## src/rtl/spct_pkg.sv

```systemverilog
// Shared constants and types for the shortest-path block.
`default_nettype none
package spct_pkg;
    localparam int MaxNodes  = 32;
    localparam int NodeBits  = 5;     // index bits for MaxNodes
    localparam int EdgeBits  = 16;
    localparam int TotBits   = 22;
    localparam logic [TotBits-1:0] TotalMax = 22'h3fffff;
    localparam logic [5:0] NodeCountReset = 6'd32;
    localparam int QDepth    = 4;
    localparam int QBits     = 2;

    typedef enum logic {
        ACT_EDGE  = 1'b0,
        ACT_SOLVE = 1'b1
    } action_t;

    // classified command handed from front to back
    typedef struct packed {
        logic                is_solve;
        logic                bad;       // endpoints outside range
        logic [NodeBits-1:0] a;
        logic [NodeBits-1:0] b;
        logic [EdgeBits-1:0] weight;
        logic [EdgeBits-1:0] cost;
    } cmd_t;
endpackage
`default_nettype wire

```

## src/rtl/spct_front.sv

```systemverilog
// Front end: accepts input words, classifies them and queues commands.
`default_nettype none
module spct_front (
    input  wire logic          aclk,
    input  wire logic          aresetn,
    input  wire logic          s_tvalid,
    output logic               s_tready,
    input  wire logic          s_tuser,
    input  wire logic [55:0]   s_tdata,
    input  wire logic [5:0]    count,
    output logic               q_valid,
    input  wire logic          q_pop,
    output spct_pkg::cmd_t     q_cmd
);
    spct_pkg::cmd_t            mem_reg [spct_pkg::QDepth];
    logic [spct_pkg::QBits-1:0] wp_reg, rp_reg;
    logic [spct_pkg::QBits:0]   n_reg;
    spct_pkg::cmd_t            c;
    logic [5:0]                a6, b6, s6, e6;
    logic [5:0]                cnt;
    logic                      push;

    assign a6 = s_tdata[5:0];
    assign b6 = s_tdata[11:6];
    assign s6 = s_tdata[49:44];
    assign e6 = s_tdata[55:50];

    // nodes searched never exceed the matrix size
    assign cnt = (count > 6'(spct_pkg::MaxNodes)) ? 6'(spct_pkg::MaxNodes) : count;

    always_comb begin
        c.is_solve = (s_tuser == spct_pkg::ACT_SOLVE);
        if (c.is_solve) begin
            c.bad = (s6 >= cnt) || (e6 >= cnt);
            c.a = s6[spct_pkg::NodeBits-1:0];
            c.b = e6[spct_pkg::NodeBits-1:0];
        end else begin
            c.bad = (a6 >= 6'(spct_pkg::MaxNodes)) || (b6 >= 6'(spct_pkg::MaxNodes));
            c.a = a6[spct_pkg::NodeBits-1:0];
            c.b = b6[spct_pkg::NodeBits-1:0];
        end
        c.weight = s_tdata[27:12];
        c.cost = s_tdata[43:28];
    end

    assign s_tready = (n_reg != (spct_pkg::QBits+1)'(spct_pkg::QDepth));
    assign push = s_tvalid && s_tready;
    assign q_valid = (n_reg != '0);
    assign q_cmd = mem_reg[rp_reg];

    always_ff @(posedge aclk) begin
        if (push) mem_reg[wp_reg] <= c;
        if (!aresetn) begin
            wp_reg <= '0;
            rp_reg <= '0;
            n_reg <= '0;
        end else begin
            if (push) wp_reg <= wp_reg + 1'b1;
            if (q_pop) rp_reg <= rp_reg + 1'b1;
            n_reg <= n_reg + (spct_pkg::QBits+1)'(push) - (spct_pkg::QBits+1)'(q_pop);
        end
    end
endmodule
`default_nettype wire

```

## config.mk

```make
export PLATFORM = sky130hd
export DESIGN_NAME = spct_front
export DESIGN_NICKNAME = d
export VERILOG_FILES = /design/src/rtl/spct_pkg.sv /design/src/rtl/spct_front.sv
export SDC_FILE = /design/constraint.sdc
export NUM_CORES = 1
export LEC_CHECK = 0
export BUFFER_PORTS_ARGS = -buffer_cell sky130_fd_sc_hd__buf_2
export CAP_MARGIN = 20
export CORE_ASPECT_RATIO = 1.5
export CORE_MARGIN = 1.5
export CORE_UTILIZATION = 60
export DETAILED_ROUTE_END_ITERATION = 12
export PLACE_DENSITY = 0.9
export RECOVER_POWER = 50
export SLEW_MARGIN = 25
export SYNTH_ARGS = -nofsm -noshare
export SYNTH_HDL_FRONTEND = slang
export SYNTH_SLANG_ARGS = --single-unit
export TNS_END_PERCENT = 1
```

## constraint.sdc

```tcl
create_clock -name aclk -period 6.45 [get_ports aclk]
set_clock_uncertainty 0.1 [all_clocks]
set_input_delay 0.3225 -clock aclk [delete_from_list [all_inputs] [get_ports aclk]]
set_output_delay 0.3225 -clock aclk [all_outputs]
set_load 0.01 [all_outputs]
```

==> metrics.md, run 1 <==
| Metric | Value |
|---|---|
| Status | `complete, but fails checks` |
| Failing checks | `max-capacitance violations, max-slew violations` |
| Pin count of the biggest net entering global routing | `45` |
| I/O pin count | `113` |
| CTS Buffer Depth | `2` |
| Dpl hpwl | `7.770 mm` |
| R2R cell count | `2` |
| Cell variety after synth | `31` |
| CTS H-tree lvls | `4` |
| WP data arrival | `2870 ps` |
| Maximum VDD drop | `0.0002939 V` |
| CP endpoint kind | `flip-flop` |
| Vias/cell | `5.725` |
| Worst R2R Start | `n_reg[1]` |
| Synth Instances | `321` |
| Lkg Pwr | `2.876 nW` |
| Antenna cells | `0` |
| Total number of vias | `3481` |
| Worst Setup EP | `mem_reg[3][7]` |
| DRC viols | `0` |
| Hold crit path type | `primary input to flip-flop` |
| Area delta synth->final | `17.48%` |
| Most common cell after layout, fill and taps aside | `edfxtp_1` |
| Wire length per cell | `20.94 µm` |
| Post-Syn Area | `0.007202 mm²` |
| Port Buf Inserts | `112` |
| Seq cells post-synth | `185` |
| Relative slew slack | `-0.5371` |
| RSZ-0062 raised after global routing | `false` |
| Die area | `0.01268 mm²` |
| Post-Layout Inst Area | `0.008461 mm²` |
| Die X | `92.46 µm` |
| Power per cell area | `345.9 mW/mm²` |
| Routed WL | `12.73 mm` |
| TritonCTS clock tree | `built` |
| Clock slew at reported path FFs | `70 ps` |
| First-pass GRT wire length | `19.42 mm` |
| YS warnings | `0` |
| Seq/Total Area, Yosys | `0.7589` |
| Root buffer cell | `clkbuf_16` |
| Post-CTS Setup Bufs | `0` |
| Max cap viols | `2` |
| GPL Wtd Cong | `0.7621` |
| Max Fclk | `335.1 MHz` |
| CP Launch Point | `n_reg[1]` |
| Leading cell types in the layout, fill and taps excluded | `edfxtp_1, buf_2, mux4_2` |
| Row cnt | `48` |
| CORE AREA | `0.01159 mm²` |
| Largest register FFs | `176` |
| Placed inst area | `0.007899 mm²` |
| Util after Layout | `0.7299` |
| Setup TNS | `0 ps` |
| Share of post-route cells with drive strength above 1 | `0.3472` |
| Syn Area/Cell | `22.44 µm²` |
| CTS Buf Count | `17` |
| Worst-Margin Slew | `2306 ps` |
| Clock Latency Late Sink | `410 ps` |
| CP Data Required Time | `6340 ps` |
| First-pass DRT Iterations | `5` |
| Number of global-route vias before repair | `3703` |
| Total gr overflow | `0` |
| Syn_nets | `407` |
| Hold Violations, Final | `0` |
| Total global-route track usage | `0.2139` |
| Final ANT Viol Nets | `0` |
| Nets | `531` |
| Post-CTS resize count | `0` |
| Tcrit/Tclk final | `0.4627` |
| Minimum clock period | `2984 ps` |
| Worst Path Max Fanout | `44` |
| Final setup violation count | `0` |
| Reg-to-Reg End | `mem_reg[3][7]` |
| Reg2Reg Setup Slack | `3470 ps` |
| Startpoint types | `flip-flop` |
| Kind of critical path | `flip-flop to flip-flop` |
| Max Transition Viols Final | `90` |
| Initial antenna violation count | `0` |
| Initial DRC Count | `309` |
| Die height | `137.2 µm` |
| Fillers | `715` |
| Clk sink count | `185` |
| Starting Density | `0.6213` |
## how the worst min path moves through the flow
stage	startpoint	end	cells past startpoint
after floorplan	s_tdata[28]	mem_reg[0][0]	0
after global placement	wp_reg[1]	wp_reg[1]	2
after detailed placement	wp_reg[1]	wp_reg[1]	2
after CTS	s_tdata[32]	mem_reg[3][4]	1
after global routing	s_tdata[20]	mem_reg[3][24]	1
final	s_tdata[24]	mem_reg[0][28]	1
## metrics by stage
step / total power [mW] / hold slack (ps) / instances / setup WS (ps)
6_report: 2.926 / 66.97 / 608 / 3466
2_1_floorplan: 1.792 / 321.4 / 321 / 4061
5_1_grt: 3.033 / 62.76 / 608 / 3289
4_1_cts: 2.961 / 1.851 / 608 / 3770
3_3_place_gp: 1.935 / 401.6 / 572 / 4054
3_5_place_dp: 1.964 / 414.3 / 572 / 3921
## timing repair
action | in CTS | in global routing
hold endpoints to repair | 11 | 0
setup endpoints to repair | 0 | 0
hold buffers | 4 | 0
## Yosys cell counts, drive strengths merged
library cell,count,area [µm²]
and2,7,46.30
nand4,1,6.260
nand2,9,33.78
a21boi,1,11.26
nand2b,2,12.51
nor2b,2,12.51
inv,8,30.03
xor2,1,8.760
a22oi,1,7.510
fa,1,20.02
ha,18,225.2
and3,4,25.02
buf,10,75.07
clkbuf,1,3.750
or3,1,7.510
or3b,1,11.26
edfxtp,176,5285
a21oi,4,20.02
nor3,1,5.000
a31oi,1,6.260
mux2,10,112.6
dfxtp,9,180.2
a21o,1,7.510
mux4,44,991.0
xnor2,4,35.03
o2111ai,1,8.760
o32a,1,10.01
nor2,1,3.750
## cell families (layout without fill, tap and decap cells)
logic type	count (synthesis)	in the layout	share of synthesized area
AOI/OAI and AO/OA	10	10	0.009904
xor gates and xnor gates	5	5	0.006080
adders and majority gates	19	19	0.03405
buffers and inverters	19	156	0.01511
DFF	185	185	0.7589
muxes	54	54	0.1532
and+or+nand+nor	29	29	0.02276
## final cells by class
class	instances	area, µm²	area share
Multi-Input combinational cell	117	1633	0.1930
Sequential cell	185	5473	0.6469
Clock inverter	12	141.4	0.01671
Inverter	8	30.03	0.003549
Tap cell	150	187.7	0.02218
Timing Repair Buffer	116	559.3	0.06610
Clock buffer	20	436.7	0.05161
## power breakdown
part | internal (mW) | total (mW) | leakage (nW) | switching, mW
Sequential | 1.47 | 1.53 | 1.69 | 0.0613
Combinational | 0.189 | 0.401 | 0.921 | 0.213
Clock | 0.576 | 0.998 | 0.269 | 0.422
## critical path, stage by stage (launching register included)
cell and delay, ps:
dfxtp_1 420, or3b_1 250, and3_1 1750
## routing by layer
layer,track usage,share of wire,vias to the layer above
li1,-,-,1581
met1,0.2502,0.39,1801
met2,0.3762,0.56,88
met3,0.05188,0.030,11
met4,0.09231,0.017,0
met5,0,0,-
(Power assumes the default switching activity.)
==> run 2: changes to the inputs <==
- CORE_UTILIZATION: 60 -> 56
- PLACE_DENSITY: 0.9 -> 0.85
- clock period: 6.45 -> 2.89 ns (I/O delays scaled with it)
==> run 2 against run 1 <==
The flow now finishes without violations. Setup slack lost 3200 ps. Sequential share of layout area shrank 3.6 points. Combinational power grew to 2.5 times the previous value. Sequential cell count is the same. Register-to-register slack lost 3200 ps. Clock power grew 110%. Critical path depth grew 9. Hold slack lost 32 ps. Wire length grew 3.7%. Maximum frequency grew 15%. Via count grew 7.7%. Largest cell class unchanged. Sequential power grew 120%.
==> metrics.md, run 2 (synthesis gave the netlist of run 1 again) <==
| Metric | Value |
|---|---|
| Port Buf Inserts | `112 (unchanged)` |
| Area of the multi-input gates | `0.001628 mm² (was 0.001633 mm²)` |
| Post-Layout Inst Area | `0.008952 mm² (was 0.008461 mm²)` |
| Sequential share of power | `0.518 (was 0.522)` |
| Dpl hpwl | `8.188 mm (was 7.770 mm)` |
| Worst Path Max Fanout | `6 (was 44)` |
| Area delta synth->final | `24.31% (was 17.48%)` |
| Power per cell area | `722.5 mW/mm² (was 345.9 mW/mm²)` |
| Worst-Margin Slew | `1020 ps (was 2306 ps)` |
| RSZ-0062 raised after global routing | `false (unchanged)` |
| Max Fclk | `385.8 MHz (was 335.1 MHz)` |
| Reg-to-Reg End | `n_reg[2] (was mem_reg[3][7])` |
| I/O pin count | `113 (unchanged)` |
| Startpoint types | `flip-flop (unchanged)` |
| Post-CTS Setup Bufs | `0 (unchanged)` |
| CP Launch Point | `n_reg[1] (unchanged)` |
| First-pass DRT Iterations | `4 (was 5)` |
| Total gr overflow | `0 (unchanged)` |
| Die X | `95.60 µm (was 92.46 µm)` |
| Die height | `141.9 µm (was 137.2 µm)` |
| Maximum VDD drop | `0.0005052 V (was 0.0002939 V)` |
| Share of post-route cells with drive strength above 1 | `0.3249 (was 0.3472)` |
| Clock slew at reported path FFs | `60 ps (was 70 ps)` |
| Initial DRC Count | `294 (was 309)` |
| Final setup violation count | `0 (unchanged)` |
| Nets | `585 (was 531)` |
| WP data arrival | `2800 ps (was 2870 ps)` |
| Status | `complete, no violations (was complete, but fails checks)` |
| CORE AREA | `0.01251 mm² (was 0.01159 mm²)` |
| Final ANT Viol Nets | `0 (unchanged)` |
| Minimum clock period | `2592 ps (was 2984 ps)` |
| Lkg Pwr | `3.101 nW (was 2.876 nW)` |
| Hold Violations, Final | `0 (unchanged)` |
| Number of global-route vias before repair | `3926 (was 3703)` |
| Routed WL | `13.20 mm (was 12.73 mm)` |
| Root buffer cell | `clkbuf_16 (unchanged)` |
| Max cap viols | `0 (was 2)` |
| Switching share of power | `0.2408 (was 0.2379)` |
| Total global-route track usage | `0.2115 (was 0.2139)` |
| Setup TNS | `0 ps (unchanged)` |
| FF+latch area | `0.005470 mm² (was 0.005473 mm²)` |
| CP Data Required Time | `3100 ps (was 6340 ps)` |
| NetSw | `1.558 mW (was 0.6961 mW)` |
| R2R cell count | `11 (was 2)` |
| Clk sink count | `185 (unchanged)` |
| GPL Wtd Cong | `0.7613 (was 0.7621)` |
| Wire length per cell | `19.79 µm (was 20.94 µm)` |
| Hold crit path type | `primary input to flip-flop (unchanged)` |
| Max Transition Viols Final | `0 (was 90)` |
| Placed inst area | `0.007989 mm² (was 0.007899 mm²)` |
| Starting Density | `0.5756 (was 0.6213)` |
| Fillers | `782 (was 715)` |
| Worst Setup EP | `n_reg[2] (was mem_reg[3][7])` |
| Antenna cells | `0 (unchanged)` |
| Largest register FFs | `176 (unchanged)` |
| CP endpoint kind | `flip-flop (unchanged)` |
| Initial antenna violation count | `0 (unchanged)` |
| Leading cell types in the layout, fill and taps excluded | `edfxtp_1, buf_2, dlygate4sd3_1 (was edfxtp_1, buf_2, mux4_2)` |
| Most common cell after layout, fill and taps aside | `edfxtp_1 (unchanged)` |
| Kind of critical path | `flip-flop to flip-flop (unchanged)` |
| Pin count of the biggest net entering global routing | `45 (unchanged)` |
| CTS H-tree lvls | `4 (unchanged)` |
| Int Pwr | `4.911 mW (was 2.230 mW)` |
| First-pass GRT wire length | `20.33 mm (was 19.42 mm)` |
| Vias/cell | `5.621 (was 5.725)` |
| Row cnt | `50 (was 48)` |
| Die area | `0.01356 mm² (was 0.01268 mm²)` |
| Relative slew slack | `0.3203 (was -0.5371)` |
| Reg2Reg Setup Slack | `300 ps (was 3470 ps)` |
| TritonCTS clock tree | `built (unchanged)` |
| CTS Buffer Depth | `2 (unchanged)` |
| Total number of vias | `3749 (was 3481)` |
| CTS Buf Count | `17 (unchanged)` |
| Worst R2R Start | `n_reg[1] (unchanged)` |
| Tcrit/Tclk final | `0.8969 (was 0.4627)` |
| DRC viols | `0 (unchanged)` |
| Combinational share of power | `0.158 (was 0.137)` |
| Clock Latency Late Sink | `410 ps (about the same)` |
| Clk network pwr share | `0.324 (was 0.341)` |
==> run 2: cell count changes in the layout (fill, tap and decap cells not counted), moves of 2 or more <==
cell	previous run	this run
dlygate4sd3_1	4	48
buf_4	0	8
clkinv_1	0	4
buf_2	79	76
and2_0	4	2
and3_2	0	2
and3_4	2	0
buf_12	0	2
clkinv_2	1	3
==> run 2: through the flow <==
stage	cells	util	setup WS, ps	hold WS, ps	power (mW)
after floorplan	321	-	501.2	143.4	4.000
after global placement	588	0.6385	481.7	255.2	4.356
after detailed placement	588	0.6385	342.7	262.3	4.407
after CTS	667	0.7195	327.1	4.031	6.539
after global routing	667	0.7155	154.4	24.05	6.704
final	667	0.7155	298.0	35.03	6.469
==> run 2: power groups by stage <==
stage / Clock, mW / Combinational (mW) / Sequential, mW
after floorplan: 0 / 0.631 / 3.37
after global placement: 0 / 0.974 / 3.38
after detailed placement: 0 / 0.998 / 3.41
after CTS: 2.13 / 1.06 / 3.35
after global routing: 2.21 / 1.11 / 3.38
final: 2.09 / 1.02 / 3.35
==> run 2: final cells by class <==
cell class	instances	area share
sequential	185	0.6110
multi-input combinational	117	0.1818
timing repair buffer	170	0.1224
clock buffer	17	0.04752
tap	156	0.02180
clock inverter	14	0.01202
inverter	8	0.003354
==> run 2: worst min path at each step <==
| stage | depth (start not counted) | to | start |
|---|---|---|---|
| after CTS | 2 | mem_reg[0][33] | s_tdata[51] |
| final | 2 | mem_reg[0][33] | s_tdata[51] |
| after floorplan | 0 | mem_reg[0][0] | s_tdata[28] |
| after global placement | 1 | mem_reg[0][15] | s_tdata[43] |
| after detailed placement | 1 | mem_reg[1][6] | s_tdata[34] |
| after global routing | 2 | mem_reg[0][33] | s_tdata[51] |
==> run 2: routing by layer <==
layer,GRT usage,vias to the layer above,part of all wire
met5,0,-,0
met4,0.09907,0,0.022
met3,0.04877,19,0.044
met2,0.3525,123,0.55
met1,0.2587,1926,0.39
li1,-,1681,-
==> run 2: repair_timing <==
action,in CTS,in global routing
gates resized for setup,0,0
hold buffers,48,0
endpoints found under the hold margin,177,0
==> run 2: critical path: stages (launching register included) <==
cell     delay, ps
dfxtp_1        360
or3b_1         490
and2_4         220
inv_2           60
ha_1           220
inv_1           60
ha_1           130
inv_1           40
fa_1           390
xnor2_1        220
xnor2_1         80
and2_1         150
==> run 3: changes to the inputs <==
- ABC_AREA: default -> 1
- CORE_UTILIZATION: 56 -> 57
- PLACE_DENSITY: 0.85 -> 0.86
==> run 3 against run 2 <==
Critical endpoint is now mem_reg[2][20]. Setup slack better by 200 ps. Sequential cell count unchanged. Cell count up 32%. Largest power group unchanged. Critical path type unchanged. Sequential power about the same. Highest routed layer unchanged.
==> metrics.md, run 3 <==
| Metric | Value |
|---|---|
| Max Fclk | `417.3 MHz (was 385.8 MHz)` |
| Most common cell in the synthesized netlist | `edfxtp_1 (unchanged)` |
| Number of global-route vias before repair | `5119 (was 3926)` |
| Clock slew at reported path FFs | `60 ps (about the same)` |
| Maximum VDD drop | `0.0005475 V (was 0.0005052 V)` |
| Prevailing post-synth register cell | `edfxtp_1 (unchanged)` |
| Die height | `143.5 µm (was 141.9 µm)` |
| # hold bufs at CTS | `46 (was 48)` |
| Seq/Total Area, Yosys | `0.7281 (was 0.7589)` |
| PnR Total Power | `6.668 mW (was 6.469 mW)` |
| Seq cells post-synth | `185 (unchanged)` |
| Total gr overflow | `0 (unchanged)` |
| Largest area contributor in the netlist | `edfxtp_1 (unchanged)` |
| Vias/cell | `5.709 (was 5.621)` |
| Final setup violation count | `0 (unchanged)` |
| Leading cell types in the layout, fill and taps excluded | `edfxtp_1, nor2_1, o21ai_0 (was edfxtp_1, buf_2, dlygate4sd3_1)` |
| Area contributors post-synth | `edfxtp_1, o21ai_0, nor2_1 (was edfxtp_1, mux4_2, ha_1)` |
| CTS Buf Count | `17 (unchanged)` |
| Starting Density | `0.5823 (was 0.5756)` |
| Worst Path Max Fanout | `44 (was 6)` |
| Final ANT Viol Nets | `0 (unchanged)` |
| Port Buf Inserts | `112 (unchanged)` |
| Fillers | `848 (was 782)` |
| TritonCTS clock tree | `built (unchanged)` |
| Kind of critical path | `flip-flop to flip-flop (unchanged)` |
| Initial antenna violation count | `0 (unchanged)` |
| Synth Instances | `554 (was 321)` |
| Setup ws final | `493.5 ps (was 298.0 ps)` |
| Reg2Reg Setup Slack | `490 ps (was 300 ps)` |
| Most common cell after layout, fill and taps aside | `edfxtp_1 (unchanged)` |
| Worst-Margin Slew | `1138 ps (was 1020 ps)` |
| Share of post-route cells with drive strength above 1 | `0.1994 (was 0.3249)` |
| Top cell type's share of synthesized area | `0.7041 (was 0.7338)` |
| Max cap viols | `0 (unchanged)` |
| Total global-route track usage | `0.2342 (was 0.2115)` |
| I/O pin count | `113 (unchanged)` |
| CP Data Required Time | `2820 ps (was 3100 ps)` |
| First-pass GRT wire length | `24.70 mm (was 20.33 mm)` |
| Lkg Pwr | `3.334 nW (was 3.101 nW)` |
| Hold slack | `39.11 ps (was 35.03 ps)` |
| DRC viols | `0 (unchanged)` |
| Initial DRC Count | `409 (was 294)` |
| Top cells by instance count after synthesis | `edfxtp_1, nor2_1, o21ai_0, o22ai_1, nand2_1 (was edfxtp_1, mux4_2, ha_1, mux2_2)` |
| Routed WL | `15.72 mm (was 13.20 mm)` |
| Pin count of the biggest net entering global routing | `89 (was 45)` |
| CP endpoint kind | `flip-flop (unchanged)` |
| Number of synthesized flops with an enable pin | `176 (unchanged)` |
| Largest register FFs | `176 (unchanged)` |
| Root buffer cell | `clkbuf_16 (unchanged)` |
| FF+latch area | `0.005466 mm² (was 0.005470 mm²)` |
| WP data arrival | `2330 ps (was 2800 ps)` |
| Cell variety after synth | `26 (was 31)` |
| Async set-reset flop share out of synthesis | `0 (unchanged)` |
| Die X | `96.70 µm (was 95.60 µm)` |
| Critical path's largest stage delay | `880 ps (was 490 ps)` |
| Dpl ws | `683.5 ps (was 342.7 ps)` |
| Relative slew slack | `0.2415 (was 0.3203)` |
| RSZ-0062 raised after global routing | `false (unchanged)` |
| Hold crit path type | `primary input to flip-flop (unchanged)` |
| Worst path bufs/invs | `1 (was 3)` |
| GPL Wtd Cong | `0.7886 (was 0.7613)` |
| Slowest cell on the critical path | `buf_2 (was or3b_1)` |
| Dpl cells | `804 (was 588)` |
| Die area | `0.01388 mm² (was 0.01356 mm²)` |
| CTS H-tree lvls | `4 (unchanged)` |
| Clock Latency Late Sink | `420 ps (was 410 ps)` |
| Delay-heaviest family, CP | `buffers and inverters (was simple AND/OR/NAND/NOR gates)` |
| Syn Area/Cell | `13.55 µm² (was 22.44 µm²)` |
| CTS Buffer Depth | `2 (unchanged)` |
| Nets | `796 (was 585)` |
| Wire length per cell | `17.85 µm (was 19.79 µm)` |
| Startpoint types | `flip-flop (unchanged)` |
| Post-CTS resize count | `0 (unchanged)` |
| Post-Syn Area | `0.007506 mm² (was 0.007202 mm²)` |
| Minimum clock period | `2397 ps (was 2592 ps)` |
| Cell repeated most along the worst path | `nand2_1` |
| Clk sink count | `185 (unchanged)` |
| Dpl hpwl | `9.099 mm (was 8.188 mm)` |
| Tcrit/Tclk final | `0.8292 (was 0.8969)` |
| First-pass DRT Iterations | `5 (was 4)` |
| Power per cell area | `726.8 mW/mm² (was 722.5 mW/mm²)` |
| Max Transition Viols Final | `0 (unchanged)` |
| Final instance count without filler cells | `881 (was 667)` |
| Hold Violations, Final | `0 (unchanged)` |
| Area delta synth->final | `22.24% (was 24.31%)` |
| Status | `complete, no violations (unchanged)` |
| Antenna cells | `0 (unchanged)` |
| Total number of vias | `5030 (was 3749)` |
| Syn_nets | `640 (was 407)` |
| Area of the multi-input gates | `0.001774 mm² (was 0.001628 mm²)` |
| YS warnings | `0 (unchanged)` |
| Post-CTS Setup Bufs | `0 (unchanged)` |
| Row cnt | `51 (was 50)` |
| Crit path cell chain | `nor2_1, nand2_1, nand2_1, nor2_4, buf_2 (was or3b_1, and2_4, inv_2, ha_1, inv_1, ha_1, inv_1, fa_1, xnor2_1, xnor2_1, and2_1)` |
| CORE AREA | `0.01289 mm² (was 0.01251 mm²)` |
-- run 3: cell type report --
cell class,instances,share of cell area
timing repair buffer,165,0.1118
clock inverter,13,0.01855
multi-input combinational,313,0.1934
clock buffer,18,0.04677
sequential,185,0.5958
inverter,28,0.01200
tap,159,0.02168
-- run 3: layer usage --
metal  vias to the layer above  global-route usage  routed length, µm
met1                      2407              0.2495               5449
met5                         -                   0                  0
met2                       247              0.4269               8802
met4                         0              0.1190                383
met3                        38             0.06226               1086
li1                       2338                   -                  -
-- run 3: logic make-up after synthesis --
| logic type | synth area share |
|---|---|
| DFF | 0.7281 |
| AOI/OAI and AO/OA | 0.1120 |
| and+or+nand+nor | 0.07485 |
| buffers and inverters | 0.03917 |
| adders and majority gates | 0.03267 |
| muxes | 0.01200 |
| xor gates and xnor gates | 0.001167 |
-- run 3: through the flow --
step / area, µm² / setup TNS [ps] / util
3_3_place_gp: 8165 / 0 / 0.6335
2_1_floorplan: 7506 / -38300 / -
5_1_grt: 9175 / 0 / 0.7118
3_5_place_dp: 8165 / 0 / 0.6335
6_report: 9175 / 0 / 0.7118
4_1_cts: 9225 / 0 / 0.7157
-- run 3: worst register-to-register path: stages (launching register included) --
cell and delay, ps:
dfxtp_1 400, nor2_1 90, nand2_1 80, nand2_1 300
nor2_4 160, buf_2 880
-- run 3: final timing paths --
path                from        endpoint  cells past startpoint
max             n_reg[1]  mem_reg[2][20]                      5
min          s_tdata[51]  mem_reg[1][33]                      2
max reg2reg     n_reg[1]  mem_reg[2][20]                      5
min reg2reg    rp_reg[1]       rp_reg[1]                      1
-- run 3: report_power, final --
group,leakage (nW),switching (mW),internal [mW]
logic,1.37,0.657,0.349
clock network,0.283,0.938,1.36
registers,1.68,0.0872,3.27
